$ cat src/rtl/core/ede_pkg.sv
`timescale 1ns / 1ps

package ede_pkg;

    // Fixed field widths
    localparam int SYM_W       = 8;
    localparam int REQ_W       = 2;
    localparam int DIST_W      = 7;
    localparam int MAX_LEN_DEF = 64;

    // Request codes carried on the input tuser
    typedef enum logic [REQ_W-1:0] {
        REQ_FIRST  = 2'd0,
        REQ_SECOND = 2'd1,
        REQ_FINISH = 2'd2,
        REQ_NONE   = 2'd3
    } req_t;

    // Controller states
    typedef enum logic [1:0] {
        ST_IDLE,
        ST_COL,
        ST_FIN
    } state_t;

    // Commands from controller to datapath
    typedef struct packed {
        logic load_pat;   // store a first-string symbol
        logic set_drop;   // mark a dropped symbol
        logic sec_inc;    // second length grows, alone or closing a column walk
        logic col_start;  // latch symbol, prime the column walk
        logic col_step;   // update one cell of the column
        logic fin_read;   // fetch the final cell
        logic fin_emit;   // load the output register, clear the pair
    } ctrl_cmd_t;

    // Status from datapath to controller
    typedef struct packed {
        logic first_zero;
        logic first_full;
        logic sec_zero;
        logic sec_full;
        logic last_cell;
        logic out_free;
    } dp_status_t;

endpackage

$ cat src/rtl/core/ede_ctrl.sv
`timescale 1ns / 1ps

module ede_ctrl (
    input  logic                   clk,
    input  logic                   rst_n,
    input  logic                   in_valid,
    output logic                   in_ready,
    input  logic [ede_pkg::REQ_W-1:0] in_req,
    input  ede_pkg::dp_status_t    status,
    output ede_pkg::ctrl_cmd_t     cmd
);
    import ede_pkg::*;

    state_t state_reg;
    state_t state_next;
    req_t   req;

    assign req = req_t'(in_req);

    // State register
    always_ff @(posedge clk or negedge rst_n)
    begin
        if (!rst_n)
        begin
            state_reg <= ST_IDLE;
        end
        else
        begin
            state_reg <= state_next;
        end
    end

    // Next state and commands
    always_comb
    begin
        state_next = state_reg;
        cmd        = '0;
        in_ready   = 1'b0;
        case (state_reg)
            ST_IDLE:
            begin
                in_ready = 1'b1;
                if (in_valid)
                begin
                    case (req)
                        REQ_FIRST:
                        begin
                            if (status.sec_zero && !status.first_full)
                                cmd.load_pat = 1'b1;
                            else
                                cmd.set_drop = 1'b1;
                        end
                        REQ_SECOND:
                        begin
                            if (status.sec_full)
                                cmd.set_drop = 1'b1;
                            else if (status.first_zero)
                                cmd.sec_inc = 1'b1;
                            else
                            begin
                                cmd.col_start = 1'b1;
                                state_next    = ST_COL;
                            end
                        end
                        REQ_FINISH:
                        begin
                            cmd.fin_read = 1'b1;
                            state_next   = ST_FIN;
                        end
                        default:
                        begin
                        end
                    endcase
                end
            end
            ST_COL:
            begin
                cmd.col_step = 1'b1;
                if (status.last_cell)
                begin
                    cmd.sec_inc = 1'b1;
                    state_next  = ST_IDLE;
                end
            end
            ST_FIN:
            begin
                if (status.out_free)
                begin
                    cmd.fin_emit = 1'b1;
                    state_next   = ST_IDLE;
                end
            end
            default:
            begin
                state_next = ST_IDLE;
            end
        endcase
    end

`ifndef SYNTHESIS
    // A column walk always ends back in idle
    a_col_exit: assert property (@(posedge clk) disable iff (!rst_n)
        (state_reg == ST_COL && status.last_cell) |=> state_reg == ST_IDLE)
        else $error("column walk did not return to idle");

    // Only one kind of datapath work per cycle, apart from the closing increment
    a_cmd_excl: assert property (@(posedge clk) disable iff (!rst_n)
        $onehot0({cmd.load_pat, cmd.set_drop, cmd.col_start, cmd.col_step,
                  cmd.fin_read, cmd.fin_emit}))
        else $error("conflicting datapath commands");

    // A finish request always leads to the finish state
    a_fin_enter: assert property (@(posedge clk) disable iff (!rst_n)
        cmd.fin_read |=> state_reg == ST_FIN)
        else $error("finish request lost");
`endif

endmodule

$ cat src/rtl/core/ede_datapath.sv
`timescale 1ns / 1ps

module ede_datapath #(
    parameter int MAX_LEN = ede_pkg::MAX_LEN_DEF
) (
    input  logic                       clk,
    input  logic                       rst_n,
    input  logic [ede_pkg::SYM_W-1:0]  in_symbol,
    input  ede_pkg::ctrl_cmd_t         cmd,
    output ede_pkg::dp_status_t        status,
    output logic                       out_valid,
    input  logic                       out_ready,
    output logic [ede_pkg::DIST_W-1:0] out_distance,
    output logic                       out_dropped
);
    import ede_pkg::*;

    localparam int LW = $clog2(MAX_LEN + 1);
    localparam int AW = (MAX_LEN > 1) ? $clog2(MAX_LEN) : 1;
    localparam int XW = (LW > DIST_W) ? LW : DIST_W;

    // Storage: first string, and cost column entries 1..first_len at index i-1
    logic [SYM_W-1:0] pat_mem [MAX_LEN];
    logic [LW-1:0]    col_mem [MAX_LEN];

    logic [LW-1:0]    first_len_reg;
    logic [LW-1:0]    sec_len_reg;
    logic             drop_reg;
    logic [LW-1:0]    idx_reg;
    logic [LW-1:0]    diag_reg;
    logic [LW-1:0]    up_reg;
    logic [SYM_W-1:0] sym_reg;
    logic [SYM_W-1:0] pat_q_reg;
    logic [LW-1:0]    col_q_reg;
    logic             out_valid_reg;
    logic [DIST_W-1:0] dist_reg;
    logic             out_drop_reg;

    logic             rd_en;
    logic [AW-1:0]    rd_addr;
    logic [AW-1:0]    wr_addr;
    logic [LW-1:0]    left;
    logic [LW-1:0]    min_lu;
    logic [LW-1:0]    min_all;
    logic [LW-1:0]    cell_val;
    logic [LW-1:0]    dist_sel;
    logic [XW-1:0]    dist_ext;
    logic [LW-1:0]    fin_addr;

    // Status toward the controller
    assign status.first_zero = (first_len_reg == '0);
    assign status.first_full = (first_len_reg == LW'(MAX_LEN));
    assign status.sec_zero   = (sec_len_reg == '0);
    assign status.sec_full   = (sec_len_reg == LW'(MAX_LEN));
    assign status.last_cell  = (idx_reg == first_len_reg);
    assign status.out_free   = !out_valid_reg || out_ready;

    // Read address: first cell on start, next cell while walking, last on finish
    assign fin_addr = first_len_reg - LW'(1);
    always_comb
    begin
        rd_en   = 1'b0;
        rd_addr = '0;
        if (cmd.col_start)
        begin
            rd_en = 1'b1;
        end
        else if (cmd.col_step && !status.last_cell)
        begin
            rd_en   = 1'b1;
            rd_addr = idx_reg[AW-1:0];
        end
        else if (cmd.fin_read && !status.first_zero)
        begin
            rd_en   = 1'b1;
            rd_addr = fin_addr[AW-1:0];
        end
    end

    // Cell update: old column is i on the first second-string symbol
    assign left     = status.sec_zero ? idx_reg : col_q_reg;
    assign min_lu   = (left < up_reg) ? left : up_reg;
    assign min_all  = (min_lu < diag_reg) ? min_lu : diag_reg;
    assign cell_val = (pat_q_reg == sym_reg) ? diag_reg : min_all + LW'(1);
    assign wr_addr  = AW'(idx_reg - LW'(1));

    // Pattern memory
    always_ff @(posedge clk)
    begin
        if (cmd.load_pat)
            pat_mem[first_len_reg[AW-1:0]] <= in_symbol;
        if (rd_en)
            pat_q_reg <= pat_mem[rd_addr];
    end

    // Cost column memory
    always_ff @(posedge clk)
    begin
        if (cmd.col_step)
            col_mem[wr_addr] <= cell_val;
        if (rd_en)
            col_q_reg <= col_mem[rd_addr];
    end

    // Walk registers
    always_ff @(posedge clk)
    begin
        if (cmd.col_start)
        begin
            sym_reg  <= in_symbol;
            idx_reg  <= LW'(1);
            diag_reg <= sec_len_reg;
            up_reg   <= sec_len_reg + LW'(1);
        end
        else if (cmd.col_step)
        begin
            idx_reg  <= idx_reg + LW'(1);
            diag_reg <= left;
            up_reg   <= cell_val;
        end
    end

    // Lengths and drop flag
    always_ff @(posedge clk or negedge rst_n)
    begin
        if (!rst_n)
        begin
            first_len_reg <= '0;
            sec_len_reg   <= '0;
            drop_reg      <= 1'b0;
        end
        else if (cmd.fin_emit)
        begin
            first_len_reg <= '0;
            sec_len_reg   <= '0;
            drop_reg      <= 1'b0;
        end
        else
        begin
            if (cmd.load_pat)
                first_len_reg <= first_len_reg + LW'(1);
            if (cmd.sec_inc)
                sec_len_reg <= sec_len_reg + LW'(1);
            if (cmd.set_drop)
                drop_reg <= 1'b1;
        end
    end

    // Result selection
    always_comb
    begin
        if (status.sec_zero)
            dist_sel = first_len_reg;
        else if (status.first_zero)
            dist_sel = sec_len_reg;
        else
            dist_sel = col_q_reg;
    end
    assign dist_ext = XW'(dist_sel);

    // Output register
    always_ff @(posedge clk or negedge rst_n)
    begin
        if (!rst_n)
        begin
            out_valid_reg <= 1'b0;
        end
        else if (cmd.fin_emit)
        begin
            out_valid_reg <= 1'b1;
        end
        else if (out_ready)
        begin
            out_valid_reg <= 1'b0;
        end
    end

    always_ff @(posedge clk)
    begin
        if (cmd.fin_emit)
        begin
            dist_reg     <= dist_ext[DIST_W-1:0];
            out_drop_reg <= drop_reg;
        end
    end

    assign out_valid    = out_valid_reg;
    assign out_distance = dist_reg;
    assign out_dropped  = out_drop_reg;

`ifndef SYNTHESIS
    // Column walk only runs over stored first-string cells
    a_idx_range: assert property (@(posedge clk) disable iff (!rst_n)
        cmd.col_step |-> (idx_reg != '0 && idx_reg <= first_len_reg))
        else $error("cell index out of range");

    // The output register is never overwritten while a result waits
    a_no_overrun: assert property (@(posedge clk) disable iff (!rst_n)
        cmd.fin_emit |-> (!out_valid_reg || out_ready))
        else $error("result overwritten");

    // A finish starts a clean pair
    a_fin_clear: assert property (@(posedge clk) disable iff (!rst_n)
        cmd.fin_emit |=> (first_len_reg == '0 && sec_len_reg == '0 && !drop_reg))
        else $error("pair state not cleared");

    // Lengths stay within the store
    a_len_bound: assert property (@(posedge clk) disable iff (!rst_n)
        (first_len_reg <= LW'(MAX_LEN)) && (sec_len_reg <= LW'(MAX_LEN)))
        else $error("length beyond store size");
`endif

endmodule

$ cat src/rtl/core/edit_distance_engine.sv
`timescale 1ns / 1ps

// Levenshtein edit distance engine.
// Input stream: tuser carries the request kind (0 first-string symbol,
// 1 second-string symbol, 2 finish), tdata the symbol byte.
// Output stream: one result per finish request; tdata holds the distance,
// tuser the dropped-symbol flag for that pair.
// Sequencing: a first-string symbol, a dropped symbol, an unused kind or a
// second-string symbol against an empty first string is handled in idle.
// A second-string symbol starts a walk of the cost column, one cell per
// cycle through a column memory with one write port and one registered
// read port. A finish reads the last cell from memory, then waits until
// the output register is free and loads it.
// The output register lets new symbols be taken while a result waits;
// a stalled receiver holds back the next finish and every request after
// it, since no input is taken while a finish waits.
// Reset clears lengths, drop flag, controller and output valid; the
// symbol and column memories are not cleared and need no clearing pass.

module edit_distance_engine #(
    parameter int MAX_LEN = ede_pkg::MAX_LEN_DEF
) (
    input  logic       clk,
    input  logic       rst_n,
    input  logic       s_axis_tvalid,
    output logic       s_axis_tready,
    input  logic [7:0] s_axis_tdata,   // [7:0] symbol
    input  logic [1:0] s_axis_tuser,   // [1:0] req_type
    output logic       m_axis_tvalid,
    input  logic       m_axis_tready,
    output logic [7:0] m_axis_tdata,   // [6:0] distance, [7] zero
    output logic       m_axis_tuser    // [0] input_dropped
);
    import ede_pkg::*;

    ctrl_cmd_t         cmd;
    dp_status_t        status;
    logic [DIST_W-1:0] distance;

    // Sequencer
    ede_ctrl u_ctrl (
        .clk      (clk),
        .rst_n    (rst_n),
        .in_valid (s_axis_tvalid),
        .in_ready (s_axis_tready),
        .in_req   (s_axis_tuser),
        .status   (status),
        .cmd      (cmd)
    );

    // Storage, cell arithmetic and output register
    ede_datapath #(
        .MAX_LEN (MAX_LEN)
    ) u_datapath (
        .clk          (clk),
        .rst_n        (rst_n),
        .in_symbol    (s_axis_tdata),
        .cmd          (cmd),
        .status       (status),
        .out_valid    (m_axis_tvalid),
        .out_ready    (m_axis_tready),
        .out_distance (distance),
        .out_dropped  (m_axis_tuser)
    );

    assign m_axis_tdata = {1'b0, distance};

endmodule
$ cat config.mk
export PLATFORM = sky130hd
export DESIGN_NAME = edit_distance_engine
export DESIGN_NICKNAME = d
export VERILOG_FILES = /design/src/rtl/core/ede_pkg.sv /design/src/rtl/core/ede_ctrl.sv /design/src/rtl/core/ede_datapath.sv /design/src/rtl/core/edit_distance_engine.sv
export SDC_FILE = /design/constraint.sdc
export NUM_CORES = 1
export LEC_CHECK = 0
export BUFFER_PORTS_ARGS = -buffer_cell sky130_fd_sc_hd__buf_4
export CAP_MARGIN = 10
export CORE_ASPECT_RATIO = 0.7
export CORE_UTILIZATION = 50
export DETAILED_ROUTE_END_ITERATION = 8
export GPL_ROUTABILITY_DRIVEN = 0
export PLACE_DENSITY = 0.65
export SLEW_MARGIN = 30
export SYNTH_ARGS = -nofsm -noshare
export SYNTH_HDL_FRONTEND = slang
export SYNTH_SLANG_ARGS = --single-unit
$ cat constraint.sdc
create_clock -name clk -period 13 [get_ports clk]
set_input_delay 1.3 -clock clk [delete_from_list [all_inputs] [get_ports clk]]
set_output_delay 1.3 -clock clk [all_outputs]
set_load 0.005 [all_outputs]
---- Yosys cells after proc, flatten, opt, wreduce, memory -nomap -nowiden ----
Memory sizes are Yosys's and may differ from the RTL's. A register that Yosys moved wholly into a read port is not among the register bits.
Index checks and enable logic that the tools add are counted.
word-level totals
  bits in registers ....................... 55
  bits in writable memories ............... 960
  logic and storage cells ................. 109
  memories ................................ 2
memory list
  name                words  width  rd ports  clocked after Yosys merged registers in  write ports  RTL line            text
  u_datapath.pat_mem  64     8      1         1                                        1            ede_datapath.sv:23  logic [SYM_W-1:0] pat_mem [MAX_LEN];
  u_datapath.col_mem  64     7      1         1                                        1            ede_datapath.sv:24  logic [LW-1:0] col_mem [MAX_LEN];
operators by class
  add/sub/neg operators ................... 6
  order comparisons ....................... 2
  eq/ne operators ......................... 14
  multiplexer cells ....................... 56
  reduce and logical (&&, ||, !) cells .... 18
operator list
  cell                 count
  $mux 7               14
  $add 7x1->7 const B  4
  $mux 1               26
  $mux 6               3
  $mux 2               8
  $eq 7x7->1 const B   2
  $logic_not 7->1      2
  $lt 7x7->1           2
  $sub 6x1->6 const B  2
  $reduce_bool 2->1    5
  $ne 3x3->1 const B   3
  $eq 8x8->1           1
  $eq 7x7->1           1
  $pmux 2 s3           1
  $reduce_and 6->1     1
  $eq 2x1->1 const B   2
  $eq 2x2->1 const B   2
  $logic_not 1->1      4
  $logic_not 2->1      2
  $mux 4               1
  $ne 2x2->1 const B   2
  $pmux 1 s2           2
  $pmux 2 s2           1
  $logic_and 1x1->1    3
  2 further kinds      2

---- Longest topological paths before layout ----
  word-level depth ........................ 10
  mapped depth ............................ 32
  depth with buffers taken out ............ 28

---- Hierarchy ----
From an unflattened synthesis, not the netlist that was laid out.
second synthesis, totals
  cell total of the unflattened synthesis .. 3111
  area, all modules ....................... 43639.4 um^2
modules (own cells, without submodules)
  module                instances  cells an instance  area an instance (um^2)  sequential area each (um^2)
  ede_datapath          1          3088               43452.9                  30719.5
  ede_ctrl              1          21                 175.2                    50.0
  edit_distance_engine  1          2                  11.3                     0.0

---- Worst setup path after synthesis ----
OpenSTA, ideal clock, no wires.
  path type ............................... register -> register
  from .................................... register u_datapath.sec_len_reg[0]
  to ...................................... memory u_datapath.col_mem[0][2] (netlist bit), data pin
  library setup time ...................... 0.710 ns
  data arrival time ....................... 7.888 ns
  required time ........................... 12.290 ns
  path slack .............................. 4.403 ns
  stages on the path, launching flop included .. 29
  buffers on the path ..................... 4
  period minus slack after synthesis ...... 8.597 ns
  path through ............................ dfrtp_1 inv_1 ha_1 or3b_4 nor3_1 clkbuf_1 mux2i_1 inv_1 ha_1 o21a_1 o21bai_1 a41oi_1 nor2b_1 buf_6 clkbuf_1 nand2_1 o21ai_0 ha_1 a21o_1 a21o_1 a21oi_1 o2111ai_1 o21ai_1 clkbuf_1 nand2_1 o21ai_0 ha_1 inv_1 o21ai_0
between the ends
  cells in the longest elaborated chain, start to end .. 8
ends and longest elaborated chain
  element                           RTL line             text
  start, declared                   ede_datapath.sv:27   logic [LW-1:0] sec_len_reg;
  start signal, assigned            ede_datapath.sv:143  sec_len_reg <= sec_len_reg + LW'(1);
  $logic_not 7->1 (*)               ede_datapath.sv:53   assign status.sec_zero = (sec_len_reg == '0);
  $mux 7 (*)                        ede_datapath.sv:81   assign left = status.sec_zero ? idx_reg : col_q_reg;
  $lt 7x7->1                        ede_datapath.sv:82   assign min_lu = (left < up_reg) ? left : up_reg;
  $mux 7 (*)                        ede_datapath.sv:82
  $lt 7x7->1                        ede_datapath.sv:83   assign min_all = (min_lu < diag_reg) ? min_lu : diag_reg;
  $mux 7 (*)                        ede_datapath.sv:83
  $add 7x1->7 (*)                   ede_datapath.sv:84   assign cell_val = (pat_q_reg == sym_reg) ? diag_reg : min_all + LW'(1);
  $mux 7 (*)                        ede_datapath.sv:84
  named net u_datapath.cell_val[2]  ede_datapath.sv:45   logic [LW-1:0] cell_val;
  end, declared                     ede_datapath.sv:24
The timed path passes the listed nets; every way through them passes the cells marked *.

---- Worst setup path after layout ----
  from .................................... register u_datapath.sec_len_reg[0]
  to ...................................... register u_datapath.up_reg[6], data pin
between the ends
  cells in the longest elaborated chain, start to end .. 10
  elaborated cells between the ends (all ways) .. 16
  classes of those cells .................. add/sub (2); order compare (2); eq/ne (1); mux (10); reduce/logical (1)
ends and longest elaborated chain
  element                           RTL line             text
  $logic_not 7->1 (*)               ede_datapath.sv:53
  $mux 7 (*)                        ede_datapath.sv:81
  $lt 7x7->1                        ede_datapath.sv:82
  $mux 7 (*)                        ede_datapath.sv:82
  $lt 7x7->1                        ede_datapath.sv:83
  $mux 7 (*)                        ede_datapath.sv:83
  $add 7x1->7 (*)                   ede_datapath.sv:84
  $mux 7 (*)                        ede_datapath.sv:84
  named net u_datapath.cell_val[6]  ede_datapath.sv:45
  $mux 7 (*)                        ede_datapath.sv:115  else if (cmd.col_step)
  $mux 7 (*)                        ede_datapath.sv:108  if (cmd.col_start)
  end signal, assigned              ede_datapath.sv:113  up_reg <= sec_len_reg + LW'(1);
  end signal, assigned              ede_datapath.sv:119  up_reg <= cell_val;
  end, declared                     ede_datapath.sv:31   logic [LW-1:0] up_reg;
The timed path passes the listed nets; every way through them passes the cells marked *. The select of a mux whose other input is x is not followed.
A chain may end at the register's enable or synchronous reset.

==> results by group <==
Status
  – Status: finished, final reports clean

Setup path
  – Cell mode on critical path: ha_1
  – CP arrival: 8.29 ns
  – WP buf/inv: 4
  – Slowest-stage cell, CP: nor2b_1
  – Critical setup path kind: reg -> reg
  – Worst path max stage delay: 0.77 ns
  – Crit-path leading delay family: compound AO/OA/AOI/OAI gates
  – Crit-path max FO: 41
  – Startpoint types: register
  – CP Data Required Time: 13.42 ns
  – Crit. End Element: register
  – Reg2Reg Setup Slack: 5.13 ns

Timing
  – Final setup fails: 0
  – Setup TNS: 0 ns
  – Final Hold Vio Count: 0
  – Slew headroom: 31.23%
  – FMAX: 0.1271 GHz
  – Part of the cycle the worst path needs: about three fifths
  – RSZ-0062 raised after global routing: false
  – Final min period: 7.868 ns
  – Skew final: 0.01952 ns
  – Slew @ Worst Pin: 1.031 ns
  – Final slew viol count: 0

Synthesis
  – Yosys top cell by area: edfxtp_1
  – Cells after Synth: 3,086
  – Largest family of logic cells by synthesized area: simple AND/OR/NAND/NOR gates
  – Synth area leaders: edfxtp_1, mux2i_1, nand2_1
  – Seq/Total Area, Yosys: 71.73%
  – Flops & latches, synth: 1,030
  – Compound-cell area share of the yosys netlist: under 10%
  – Syn_nets: 3,123
  – Syn Area/Cell: 13.90 sq um
  – Synth unique cells: 71
  – Syn Std Cell Area: around 43,000 sq um
  – Post-synthesis mux area share: under 10%
  – Ys async rst share: under 10%
  – Simple-Gate Fraction of Synth Area: 11.60%
  – Post-synthesis xor/xnor area fraction: 0.8371%
  – YS warnings: 0
  – Adder-Cell Fraction of Synth Area: 0.6709%
  – Number of synthesized flops with an enable pin: 1,005
  – Main synth FF type: edfxtp_1
  – Top cell type's share of synthesized area: between 70% and 80%

Drt
  – DR DRC count: 0
  – Vias: 25,770
  – DR iter-0 viols: 3,224
  – Vias/cell: between 6 and 7
  – Total iterations of the first detailed-routing run: 6
  – Post-DR wirelength/cell: 24.98 um
  – ANT nets after route: 0
  – Total Wirelength: around 110 mm

CTS
  – Postcts setup bufs: 0
  – Hold-fix buffers at CTS: 0
  – Skew-Pair Late Insertion Delay: around 0.67 ns
  – Clk buf depth: 3
  – CTS Buf Count: 94
  – Htree depth: 3
  – Root Buffer: clkbuf_16
  – CTS clk-pin slew, worst paths: 0.07 ns
  – CTS tree: yes
  – CTS Sinks: between 1,000 and 1,500
  – # resized after CTS: 0

Floorplanning
  – Die Span X: 352.1 um
  – Initial core utilization: 50.69%
  – # rows: 89
  – Core footprint: around 85,000 sq um
  – I/O pin cnt: 25
  – Die ar.: 86,990 sq um
  – Die Span Y: roughly 250 um

Placement
  – DP Area: about 44,000 sq um
  – Port buffer count: 23
  – Dpl cells: 4,093
  – Dpl hpwl: 66.31 mm

GRT
  – Grt met3 use: under 10%
  – Gr ovfl total: 0
  – Vias in the first global route: 24,780
  – Initial antenna violation count: 1
  – First-pass GRT wire length: between 150 and 200 mm
  – GR Util met2: 35.93%
  – Busiest grt layer: met2
  – Met1 usage: 35.89%
  – Largest net degree at the start of global routing: 163
  – Gr usage total: approximately a quarter

Worst hold path
  – Worst Hold Class: reg -> reg

Final layout
  – Max reg flops: 512
  – Post-route cell area: 47,290 sq um
  – Area growth syn-to-layout: 10.24%
  – Layout cells sized above 1: 8.623%
  – Layout fillers: 6,701
  – Finished Layout Cells: about 4,300
  – Final Net Count: 3,089
  – Antenna fix cells: 0

Run
  – Max_cap viols: 0
-- cells by family after synthesis --
family,after synthesis
flip-flops,1030
AND/OR/NAND/NOR,1119
multiplexers,329
AO/OA/AOI/OAI,323
adder cells (fa/ha/maj),23
XOR/XNOR,41
buffers and inverters,220
other,1
-- path summary, 6_finish.rpt --
| check | from | end | cells after the start |
|---|---|---|---|
| min in group asynchronous | rst_n | u_datapath.sec_len_reg[5]$_DFFE_PN0P_ | 1 |
| hold reg to reg | u_datapath.drop_reg$_DFFE_PN0P_ | u_datapath.out_dropped$_DFFE_PP_ | 0 |
| setup / recovery | u_datapath.sec_len_reg[0]$_DFFE_PN0P_ | u_datapath.up_reg[6]$_DFFE_PP_ | 29 |
| max in group asynchronous | rst_n | u_datapath.first_len_reg[1]$_DFFE_PN0P_ | 1 |
| hold / removal | u_datapath.drop_reg$_DFFE_PN0P_ | u_datapath.out_dropped$_DFFE_PP_ | 0 |
| setup reg to reg | u_datapath.sec_len_reg[0]$_DFFE_PN0P_ | u_datapath.up_reg[6]$_DFFE_PP_ | 29 |
-- placed cells by master (no fill, tap or decap), types with 34 or more instances in the layout --
master / count
a22oi_1: 34
clkbuf_16: 97
edfxtp_1: 1005
nand3_1: 253
nand4_1: 61
a21oi_1: 95
a32oi_1: 56
buf_4: 53
o21ai_0: 35
nor2_1: 185
nand2_1: 507
mux2i_1: 305
-- routing by layer --
metal,vias to the layer above,wire (um)
li1,11530,-
met3,180,10500
met4,0,2589
met2,1199,46620
met5,-,0
met1,12860,46890
-- synth_stat cells (23+ instances only) --
cell type     n
o22ai_1      32
a21oi_1      97
inv_1        30
nand3_1     254
nor2_1      195
a32oi_1      56
buf_2        76
nand4_1      61
nand2_1     507
buf_1        25
a22oi_1      34
mux2i_1     305
clkbuf_1     73
or3_1        31
xor2_1       28
edfxtp_1   1005
o21ai_0      37
ha_1         23
-- worst reg2reg max path: cells and delay by family (launching register included) --
family	cells	cell delay, ns
AOI/OAI and AO/OA	13	2.83
DFF	1	0.43
muxes	2	0.73
adders and majority gates	4	1.09
buffers and inverters	4	0.82
and+or+nand+nor	6	1.74
-- cell type report --
type | count | area [sq um] | area share (%)
tap | 1137 | 1423 | 3.008
sequential | 1030 | 30770 | 65.07
inverter | 31 | 116.4 | 0.2461
clock buffer | 114 | 2531 | 5.353
multi-input combinational | 1836 | 11320 | 23.93
clock inverter | 61 | 625.6 | 1.323
timing repair buffer | 59 | 506.7 | 1.072
-- per-stage QoR --
stage	util [%]	hold WS (ns)	setup WS, ns
6_report	55.88	0.4568	5.132
4_1_cts	55.85	0.4590	5.383
5_1_grt	55.88	0.4827	4.749
2_1_floorplan	-	0.4186	4.403
3_5_place_dp	52.12	0.4406	5.423
3_3_place_gp	52.03	0.4347	5.761
Power is left out: the tool's default activity adds up to more than one toggle a clock period on the data nets, which glitch-free logic cannot reach.
